`config.mk`:
```
export PLATFORM = sky130hd
export DESIGN_NAME = srm_seq
export DESIGN_NICKNAME = d
export VERILOG_FILES = /design/src/rtl/srm_pkg.sv /design/src/rtl/srm_seq.sv
export SDC_FILE = /design/constraint.sdc
export NUM_CORES = 1
export LEC_CHECK = 0
export BUFFER_PORTS_ARGS = -buffer_cell sky130_fd_sc_hd__buf_4
export CORE_MARGIN = 4
export CORE_UTILIZATION = 35
export CTS_CLUSTER_DIAMETER = 30
export CTS_CLUSTER_SIZE = 8
export DETAILED_ROUTE_END_ITERATION = 12
export HOLD_SLACK_MARGIN = 0.05
export PLACE_DENSITY = 0.64
export SETUP_SLACK_MARGIN = 0.5
export SYNTH_ARGS = -nofsm -noshare
export SYNTH_HDL_FRONTEND = slang
export SYNTH_SLANG_ARGS = --single-unit
```
`constraint.sdc`:
```
create_clock -name clk -period 7.12 [get_ports clk]
set_clock_uncertainty 0.05 [all_clocks]
set_input_delay 0.712 -clock clk [delete_from_list [all_inputs] [get_ports clk]]
set_output_delay 0.712 -clock clk [all_outputs]
set_load 0.01 [all_outputs]
```
`src/rtl/srm_pkg.sv`:
```
// ----------------------------------------------------------------------------
// srm_pkg: shared types and constants of the sparse table range minimum unit
// Request and result layouts, request codes, sequencer states and helpers.
// ----------------------------------------------------------------------------
`default_nettype none

package srm_pkg;

  localparam int NUM_ELEMENTS_DEF = 1024;
  localparam int NUM_LEVELS_DEF   = 11;

  localparam int FIELD_IDX_W = 10;
  localparam int VALUE_W     = 32;
  localparam int LEN_W       = FIELD_IDX_W + 1;
  localparam int LOG_W       = 4;

  localparam logic signed [VALUE_W-1:0] INT_MAX = 32'sh7FFF_FFFF;

  typedef enum logic [1:0] {
    REQ_CLEAR = 2'd0,
    REQ_LOAD  = 2'd1,
    REQ_BUILD = 2'd2,
    REQ_QUERY = 2'd3
  } req_type_t;

  typedef struct packed {
    req_type_t                 req_type;
    logic [FIELD_IDX_W-1:0]    element_index;
    logic signed [VALUE_W-1:0] element_value;
    logic [FIELD_IDX_W-1:0]    left_bound;
    logic [FIELD_IDX_W-1:0]    right_bound;
  } in_item_t;

  typedef struct packed {
    logic signed [VALUE_W-1:0] min_value;
    logic                      bad_range;
  } out_item_t;

  typedef enum logic [3:0] {
    ST_CLEAR,
    ST_IDLE,
    ST_BLD_A,
    ST_BLD_B,
    ST_BLD_W,
    ST_Q_LVL,
    ST_Q_A,
    ST_Q_B,
    ST_Q_MIN,
    ST_OUT
  } state_t;

  function automatic logic [LOG_W-1:0] floor_log2_len(input logic [LEN_W-1:0] v);
    logic [LOG_W-1:0] r;
    r = '0;
    for (int k = 1; k < LEN_W; k++) begin
      if (v[k]) begin
        r = LOG_W'(k);
      end
    end
    return r;
  endfunction

endpackage

`default_nettype wire

```
`src/rtl/srm_seq.sv`:
```
// ----------------------------------------------------------------------------
// srm_seq: request sequencer of the sparse table range minimum unit
// Runs the clearing sweep, element loads, the level build and range queries
// against the level store.
// ----------------------------------------------------------------------------
`default_nettype none

module srm_seq #(
  parameter int NUM_ELEMENTS = srm_pkg::NUM_ELEMENTS_DEF,
  parameter int NUM_LEVELS   = srm_pkg::NUM_LEVELS_DEF
) (
  input  wire logic                                  clk,
  input  wire logic                                  rst_n,
  input  wire logic                                  in_valid,
  output logic                                       in_stall,
  input  wire srm_pkg::in_item_t                     in_data,
  output logic                                       res_valid,
  input  wire logic                                  res_taken,
  output srm_pkg::out_item_t                         res_data,
  output logic                                       mem_wr_en,
  output logic [$clog2(NUM_LEVELS)+$clog2(NUM_ELEMENTS)-1:0] mem_wr_addr,
  output logic signed [srm_pkg::VALUE_W-1:0]         mem_wr_data,
  output logic [$clog2(NUM_LEVELS)+$clog2(NUM_ELEMENTS)-1:0] mem_rd_addr,
  input  wire logic signed [srm_pkg::VALUE_W-1:0]    mem_rd_data
);

  localparam int IDX_W  = $clog2(NUM_ELEMENTS);
  localparam int LVL_W  = $clog2(NUM_LEVELS);
  localparam int ADDR_W = LVL_W + IDX_W;
  localparam int DEPTH  = NUM_LEVELS * (2 ** IDX_W);
  localparam int CMP_W  = (IDX_W > srm_pkg::FIELD_IDX_W ? IDX_W : srm_pkg::FIELD_IDX_W) + 1;
  localparam int NXT_W  = (IDX_W > NUM_LEVELS - 2 ? IDX_W : NUM_LEVELS - 2) + 1;

  srm_pkg::state_t                    state_r, state_nxt;
  logic [ADDR_W-1:0]                  clr_addr_r, clr_addr_nxt;
  logic [LVL_W-1:0]                   lvl_r, lvl_nxt;
  logic [IDX_W-1:0]                   idx_r, idx_nxt;
  logic [srm_pkg::FIELD_IDX_W-1:0]    lt_r, lt_nxt;
  logic [srm_pkg::FIELD_IDX_W-1:0]    rt_r, rt_nxt;
  logic [CMP_W-1:0]                   rtc_r, rtc_nxt;
  logic [IDX_W-1:0]                   sec_r, sec_nxt;
  logic signed [srm_pkg::VALUE_W-1:0] a_r, a_nxt;
  logic                               b_oob_r, b_oob_nxt;
  srm_pkg::out_item_t                 res_r, res_nxt;

  logic                               accept;
  logic [CMP_W-1:0]                   in_idx_ext;
  logic [CMP_W-1:0]                   in_lt_ext;
  logic [CMP_W-1:0]                   lt_ext;
  logic [CMP_W-1:0]                   rt_ext;
  logic [CMP_W-1:0]                   rtc;
  logic [CMP_W-1:0]                   len;
  logic [srm_pkg::LOG_W-1:0]          flog;
  logic [CMP_W-1:0]                   sec;
  logic [NXT_W-1:0]                   half;
  logic [NXT_W-1:0]                   nxt;
  logic signed [srm_pkg::VALUE_W-1:0] b_val;

  assign accept     = in_valid && !in_stall;
  assign in_idx_ext = CMP_W'(in_data.element_index);
  assign in_lt_ext  = CMP_W'(in_data.left_bound);
  assign lt_ext     = CMP_W'(lt_r);
  assign rt_ext     = CMP_W'(rt_r);
  assign half       = NXT_W'(1) << (lvl_r - LVL_W'(1));
  assign nxt        = NXT_W'(idx_r) + half;
  assign b_val      = b_oob_r ? srm_pkg::INT_MAX : mem_rd_data;
  assign res_data   = res_r;

  always_ff @(posedge clk) begin
    if (!rst_n) begin
      state_r    <= srm_pkg::ST_CLEAR;
      clr_addr_r <= '0;
    end else begin
      state_r    <= state_nxt;
      clr_addr_r <= clr_addr_nxt;
    end
  end

  always_ff @(posedge clk) begin
    lvl_r   <= lvl_nxt;
    idx_r   <= idx_nxt;
    lt_r    <= lt_nxt;
    rt_r    <= rt_nxt;
    rtc_r   <= rtc_nxt;
    sec_r   <= sec_nxt;
    a_r     <= a_nxt;
    b_oob_r <= b_oob_nxt;
    res_r   <= res_nxt;
  end

  always_comb begin
    state_nxt    = state_r;
    clr_addr_nxt = clr_addr_r;
    lvl_nxt      = lvl_r;
    idx_nxt      = idx_r;
    lt_nxt       = lt_r;
    rt_nxt       = rt_r;
    rtc_nxt      = rtc_r;
    sec_nxt      = sec_r;
    a_nxt        = a_r;
    b_oob_nxt    = b_oob_r;
    res_nxt      = res_r;
    in_stall     = 1'b1;
    res_valid    = 1'b0;
    mem_wr_en    = 1'b0;
    mem_wr_addr  = '0;
    mem_wr_data  = srm_pkg::INT_MAX;
    mem_rd_addr  = '0;
    rtc          = '0;
    len          = '0;
    flog         = '0;
    sec          = '0;

    unique case (state_r)
      srm_pkg::ST_CLEAR: begin
        mem_wr_en   = 1'b1;
        mem_wr_addr = clr_addr_r;
        if (clr_addr_r == ADDR_W'(DEPTH - 1)) begin
          clr_addr_nxt = '0;
          state_nxt    = srm_pkg::ST_IDLE;
        end else begin
          clr_addr_nxt = clr_addr_r + ADDR_W'(1);
        end
      end

      srm_pkg::ST_IDLE: begin
        in_stall = 1'b0;
        if (accept) begin
          lt_nxt = in_data.left_bound;
          rt_nxt = in_data.right_bound;
          unique case (in_data.req_type)
            srm_pkg::REQ_CLEAR: begin
              clr_addr_nxt = '0;
              state_nxt    = srm_pkg::ST_CLEAR;
            end
            srm_pkg::REQ_LOAD: begin
              if (in_idx_ext < CMP_W'(NUM_ELEMENTS)) begin
                mem_wr_en   = 1'b1;
                mem_wr_addr = {LVL_W'(0), in_idx_ext[IDX_W-1:0]};
                mem_wr_data = in_data.element_value;
              end
            end
            srm_pkg::REQ_BUILD: begin
              lvl_nxt   = LVL_W'(1);
              idx_nxt   = '0;
              state_nxt = srm_pkg::ST_BLD_A;
            end
            srm_pkg::REQ_QUERY: begin
              if (in_data.left_bound > in_data.right_bound) begin
                res_nxt.min_value = '0;
                res_nxt.bad_range = 1'b1;
                state_nxt         = srm_pkg::ST_OUT;
              end else if (in_lt_ext >= CMP_W'(NUM_ELEMENTS)) begin
                res_nxt.min_value = srm_pkg::INT_MAX;
                res_nxt.bad_range = 1'b0;
                state_nxt         = srm_pkg::ST_OUT;
              end else begin
                state_nxt = srm_pkg::ST_Q_LVL;
              end
            end
            default: begin
              state_nxt = srm_pkg::ST_IDLE;
            end
          endcase
        end
      end

      srm_pkg::ST_BLD_A: begin
        mem_rd_addr = {lvl_r - LVL_W'(1), idx_r};
        state_nxt   = srm_pkg::ST_BLD_B;
      end

      srm_pkg::ST_BLD_B: begin
        a_nxt       = mem_rd_data;
        b_oob_nxt   = !(nxt < NXT_W'(NUM_ELEMENTS));
        mem_rd_addr = {lvl_r - LVL_W'(1), nxt[IDX_W-1:0]};
        state_nxt   = srm_pkg::ST_BLD_W;
      end

      srm_pkg::ST_BLD_W: begin
        mem_wr_en   = 1'b1;
        mem_wr_addr = {lvl_r, idx_r};
        mem_wr_data = (a_r < b_val) ? a_r : b_val;
        state_nxt   = srm_pkg::ST_BLD_A;
        if (idx_r == IDX_W'(NUM_ELEMENTS - 1)) begin
          idx_nxt = '0;
          if (lvl_r == LVL_W'(NUM_LEVELS - 1)) begin
            state_nxt = srm_pkg::ST_IDLE;
          end else begin
            lvl_nxt = lvl_r + LVL_W'(1);
          end
        end else begin
          idx_nxt = idx_r + IDX_W'(1);
        end
      end

      srm_pkg::ST_Q_LVL: begin
        rtc  = (rt_ext >= CMP_W'(NUM_ELEMENTS)) ? CMP_W'(NUM_ELEMENTS - 1) : rt_ext;
        len  = rtc - lt_ext + CMP_W'(1);
        flog = srm_pkg::floor_log2_len(len[srm_pkg::LEN_W-1:0]);
        if (5'(flog) > 5'(NUM_LEVELS - 1)) begin
          lvl_nxt = LVL_W'(NUM_LEVELS - 1);
        end else begin
          lvl_nxt = LVL_W'(flog);
        end
        rtc_nxt   = rtc;
        state_nxt = srm_pkg::ST_Q_A;
      end

      srm_pkg::ST_Q_A: begin
        mem_rd_addr = {lvl_r, lt_ext[IDX_W-1:0]};
        sec         = rtc_r + CMP_W'(1) - (CMP_W'(1) << lvl_r);
        if (sec < lt_ext) begin
          sec = lt_ext;
        end
        sec_nxt   = sec[IDX_W-1:0];
        state_nxt = srm_pkg::ST_Q_B;
      end

      srm_pkg::ST_Q_B: begin
        mem_rd_addr = {lvl_r, sec_r};
        a_nxt       = mem_rd_data;
        state_nxt   = srm_pkg::ST_Q_MIN;
      end

      srm_pkg::ST_Q_MIN: begin
        res_nxt.min_value = (a_r < mem_rd_data) ? a_r : mem_rd_data;
        res_nxt.bad_range = 1'b0;
        state_nxt         = srm_pkg::ST_OUT;
      end

      srm_pkg::ST_OUT: begin
        res_valid = 1'b1;
        if (res_taken) begin
          state_nxt = srm_pkg::ST_IDLE;
        end
      end

      default: begin
        state_nxt = srm_pkg::ST_IDLE;
      end
    endcase
  end

endmodule

`default_nettype wire

```
[After elaboration in Yosys (flattened, before gate mapping)]
Index checks and enable logic that the tools add are counted.
Widths: inputs -> output; s select.
Word-level totals
  flip-flop bits (word level): 139
  output and inout bits: 96
  word-level logic and storage cells: 132
Cells by class
  add/sub/neg operators: 9
  $lt $le $gt $ge: 9
  muxes and demuxes: 59
  shifts and indexed selects: 2
  reduce and logical (&&, ||, !) cells: 16
  equal/unequal tests: 25
Operators with widths (number)
  $mux 32: 6
  $mux 33: 4
  $mux 10: 8
  $mux 4: 20
  $pmux 33 s2: 1
  $lt 32x32->1: 2
  $pmux 32 s2: 1
  $pmux 14 s4: 1
  $mux 14: 3
  $pmux 14 s3: 1
  $pmux 4 s10: 1
  $pmux 14 s2: 1
  $pmux 4 s3: 2
  $add 11x1->11 const B: 2
  $ge 10x11->1 const B: 2
  $shl 1x4->11 const A: 2
  $pmux 10 s2: 1
  $eq 4x3->1 const B: 4
  $add 14x1->14 const B: 1
  $eq 14x14->1 const B: 1
  $eq 4x4->1 const B: 3
  $add 10x11->11: 1
  $lt 10x11->1 const B: 1
  $lt 11x10->1: 1
  31 further kinds: 50

[Longest topological paths before layout]
  depth in word-level cells: 18
  mapped depth: 22

[Worst setup path before layout]
Ideal clock, no wire load.
  path type: reg2reg
  from: register lvl_r[0]
  to: register sec_r[0] (data pin)
  data arrival time: 4.039 ns
  stages on the path, launching flop included: 19
  period minus slack after synthesis: 4.349 ns
  path slack: 2.771 ns
  library setup time: 0.260 ns
  path buffers: 1
  cells stage by stage: edfxtp_1 > inv_1 > ha_1 > nand2_1 > ha_1 > ha_1 > a21oi_1 > nor2b_1 > nor3_1 > nor2_1 > o41ai_1 > xnor2_1 > ha_1 > a21o_1 > a221o_1 > a21oi_1 > and4_1 > buf_2 > mux2_2
On the way
  cells in the longest elaborated chain, start to end: 4
RTL lines
  from (decl): RTL line srm_seq.sv:36  | logic [LVL_W-1:0] lvl_r, lvl_nxt;
  from (signal assigned): RTL line srm_seq.sv:80  | lvl_r <= lvl_nxt;
  $shl 1x4->11 (*): RTL line srm_seq.sv:212  | sec = rtc_r + CMP_W'(1) - (CMP_W'(1) << lvl_r);
  $sub 11x11->11 (*): RTL line srm_seq.sv:212
  $lt 11x10->1: RTL line srm_seq.sv:213  | if (sec < lt_ext) begin
  $mux 10 (*): RTL line srm_seq.sv:213
  to (signal assigned): RTL line srm_seq.sv:85  | sec_r <= sec_nxt;
  to (decl): RTL line srm_seq.sv:41  | logic [IDX_W-1:0] sec_r, sec_nxt;
Every way passes the cells marked *; elsewhere a longest branch is shown, timed or not.
A chain may end at the register's enable or synchronous reset.

[Final worst setup path]
  from: register b_oob_r
  to: output mem_wr_data[4] (netlist name)
On the way
  cells in the longest elaborated chain, start to end: 4
RTL lines
  from (decl): RTL line srm_seq.sv:43  | logic b_oob_r, b_oob_nxt;
  from (signal assigned): RTL line srm_seq.sv:87  | b_oob_r <= b_oob_nxt;
  $mux 32 (*): RTL line srm_seq.sv:66  | assign b_val = b_oob_r ? srm_pkg::INT_MAX : mem_rd_data;
  $lt 32x32->1: RTL line srm_seq.sv:183  | mem_wr_data = (a_r < b_val) ? a_r : b_val;
  $mux 32 (*): RTL line srm_seq.sv:183
  $pmux 32 s2 (*): RTL line srm_seq.sv:114  | unique case (state_r)
  to (decl): RTL line srm_seq.sv:22  | output logic signed [srm_pkg::VALUE_W-1:0] mem_wr_data,
Marks and branches as above.

==> summary.md <==
| Metric | Value |
|---|---|
| Yosys warning count | 0 |
| Highest Signal Layer | met4 |
| WL per Instance | roughly 19 um |
| Placeable Area | around 31000 um^2 |
| RSZ-0062 raised after global routing | no |
| Syn Inst Count | approximately 1200 |
| Die Y | ~190 um |
| Starting DRT DRC Count | about 740 |
| RePlAce Congestion | approximately 0.9 |
| Final hold violation count | 0 |
| Max Cap Violations | 0 |
| Die width | ~190 um |
| DP Wirelength | roughly 26000 um |
| H-tree Lvls | 4 |
| EDFF count, synth | 120 |
| Startpoint Class | flip-flop |
| Antenna-violating nets left | 0 |
| Yosys reg bits | about 140 |
| Clk pin slew, worst setup/hold paths | 0.06 ns |
| R2R setup slack | 2.01 ns |
| Layout cells sized above 1 | 21.9% |
| Least-Margin Pin Slew | approximately 1.1 ns |
| Worst skew pair latency | ~0.43 ns |
| TNS Setup | 0 ns |
| Sequential area share after synthesis | 35.6% |
| CTS sink count | roughly 140 |
| Residual DRC | 0 |
| Cts bufs inserted | 17 |
| Largest area contributor in the synthesized netlist | edfxtp_1 |
| Syn Area/Cell | about 9.4 um^2 |
| Hold-fix buffers, CTS | 0 |
| Crit path arrival time | approximately 4.6 ns |
| Initial Util | 35.3% |
| CP Capture Type | primary output |
| Die area | 34700 um^2 |
| Minimum clock period | between 5 and 6 ns |
| Worst setup margin | 1.75 ns |
| Asr flop ratio synth | 0% |
| Clock Tree Buf Depth | 2 |
| DR vias | between 9000 and 10000 |
| Max Slew Vio Count | 0 |
| Max rail drop VDD | 0.126 mV |
| I/O pin count | around 200 |
| Nets | 1600 |
| Setup CP Type | flip-flop to primary output |
| Diodes inserted | 0 |
| Synth top area share | approximately a third |
| Detailed-route vias per instance | between 5 and 6 |
| Vias in the first global route | 9349 |
| Pin count of the biggest net entering global routing | 37 |
| Routed wire length | roughly 34000 um |
| Mapped Nets | ~1400 |
| Post-CTS resize count | 0 |
| Required @ worst endpoint | between 6 and 7 ns |
| Status | complete, no violations |
| Pwr per Cell Area | between 100 and 150 nW/um^2 |
| Slew headroom | 29.4% |
| P_leak | 6.00 nW |
| Hold/Removal Path Class | flip-flop to flip-flop |
| First-pass GRT wire length | roughly 52000 um |
| Cell row count | 65 |
| CP max FO | 33 |
| Port bufs | approximately 200 |
| Metal-1 WL | 14800 um |
| Tcrit/Tclk final | between 70% and 80% |
| Setup-failing EPs final | 0 |
| Largest cells by area after synthesis | edfxtp_1 32%, ha_1 16%, a21oi_1 5.3%, inv_1 4.1%, mux2i_1 3.4% |
| DP Worst Slack | roughly 2.1 ns |
| Cell variety after synth | between 70 and 80 |
| Synthesized area | about 11000 um^2 |
| Predominant post-synthesis flop cell | edfxtp_1 |
| First-pass DRT Iterations | 7 |
| Area grow syn2layout | 21.8% |
| Max Clk Rate | roughly 0.19 GHz |
| Antenna violations before repair | 0 |
| Met3 Routed Length | between 2000 and 2500 um |
| Congestion Overflow GR | 0 |
| Fillers | ~3000 |
| Clk root buf | clkbuf_16 |
| Met2 wire length | ~16000 um |
| CTS tree | done |
| Gr usage total | between 10% and 20% |
| Post-CTS setup buffer count | 0 |
## layout by cell type (no fill, tap or decap), drive strengths merged, types with 16 or more instances in the layout
cell type	synthesis	final
or2	32	32
edfxtp	120	120
xor2	25	25
nor2b	22	22
nand2	74	74
xnor2	21	21
clkbuf	36	19
o22a	31	31
mux2i	38	38
nor2	81	81
inv	120	120
nand3	19	19
dfxtp	18	18
a21oi	118	118
buf	13	205
ha	143	143
a21o	16	16
o21ai	70	70
## cells by family after synthesis
logic type      share of synthesized area, %
flops                                   35.6
fa+ha+maj                               16.6
xor+xnor                                3.62
mux                                     5.65
simple gates                            13.9
compound gates                          18.7
buf+inv                                 5.93
## report_power, final
group / switching [mW] / total, mW / leakage [nW] / internal [mW]
clock network: 0.365 / 0.913 / 0.279 / 0.547
registers: 0.00195 / 0.882 / 1.25 / 0.880
logic: 0.0890 / 0.171 / 4.48 / 0.0817
total: 0.456 / 1.96 / 6.00 / 1.51
## cells in the mapped netlist (5+ instances only)
cell       count
ha_1         143
edfxtp_1     120
inv_1        120
a21oi_1      117
nor2_1        81
nand2_1       73
o21ai_0       69
mux2i_1       38
clkbuf_1      36
or2_2         32
o22a_1        31
xor2_1        25
nor2b_1       22
xnor2_1       21
nand3_1       19
dfxtp_1       18
a21o_1        16
nand2b_1      15
a211oi_1      13
and2_1        11
and3_1        11
a222oi_1      10
mux2_2        10
nor3_1        10
o221a_2        9
nand4_1        8
a31oi_1        6
mux4_2         6
a2111oi_0      5
buf_2          5
buf_4          5
or3_1          5
## final cells by class
type / instances / area (um^2) / area share [%]
multi-input combinational: 872 / 6500 / 48.0
sequential: 138 / 3960 / 29.3
timing repair buffer: 205 / 1540 / 11.4
tap: 402 / 503 / 3.71
inverter: 120 / 450 / 3.33
clock buffer: 19 / 433 / 3.20
clock inverter: 13 / 153 / 1.13
## through the flow
step	hold WS [ns]	instances	cell area (um^2)	power, mW	utilization, %
final	0.408	1769	13500	1.96	43.0
after global routing	0.393	1769	13500	2.03	43.0
after CTS	0.399	1769	13500	1.98	43.0
after detailed placement	0.395	1737	13000	1.07	41.2
after global placement	0.374	1737	13000	1.07	41.2
after floorplan	0.368	1179	11100	0.984	-
## per-layer routing
metal  GRT usage [%]  vias to the layer above
met5               0                        -
met4            4.93                        0
met3            3.44                       31
met2            32.7                      339
met1            25.0                     4598
li1                -                     4658
## critical path, cell delays in order, from the launching register on
cell and delay, ns:
edfxtp_1 0.98, or2_2 0.28, inv_1 0.05, ha_1 0.28
a21oi_1 0.14, o21ai_0 0.11, a221oi_1 0.64, a21oi_1 0.26
a211o_2 0.76, mux2i_1 0.23, a21oi_1 0.27, buf_4 0.17
## registers in the layout (all words and copies together) (netlist names)
name        cells
b_oob_r         1
a_r            32
clr_addr_r     14
rt_r           10
idx_r          10
rtc_r          10
res_data       33
sec_r          10
state_r         4
lt_r           10
lvl_r           4
## worst paths after layout
kind                  from             end  depth (start not counted)
setup / recovery   b_oob_r  mem_wr_data[4]                         11
hold / removal     rt_r[0]        rtc_r[0]                          0
setup reg to reg  lvl_r[0]        sec_r[3]                         17
hold reg to reg    rt_r[0]        rtc_r[0]                          0
Power figures use the tool's default switching activity.
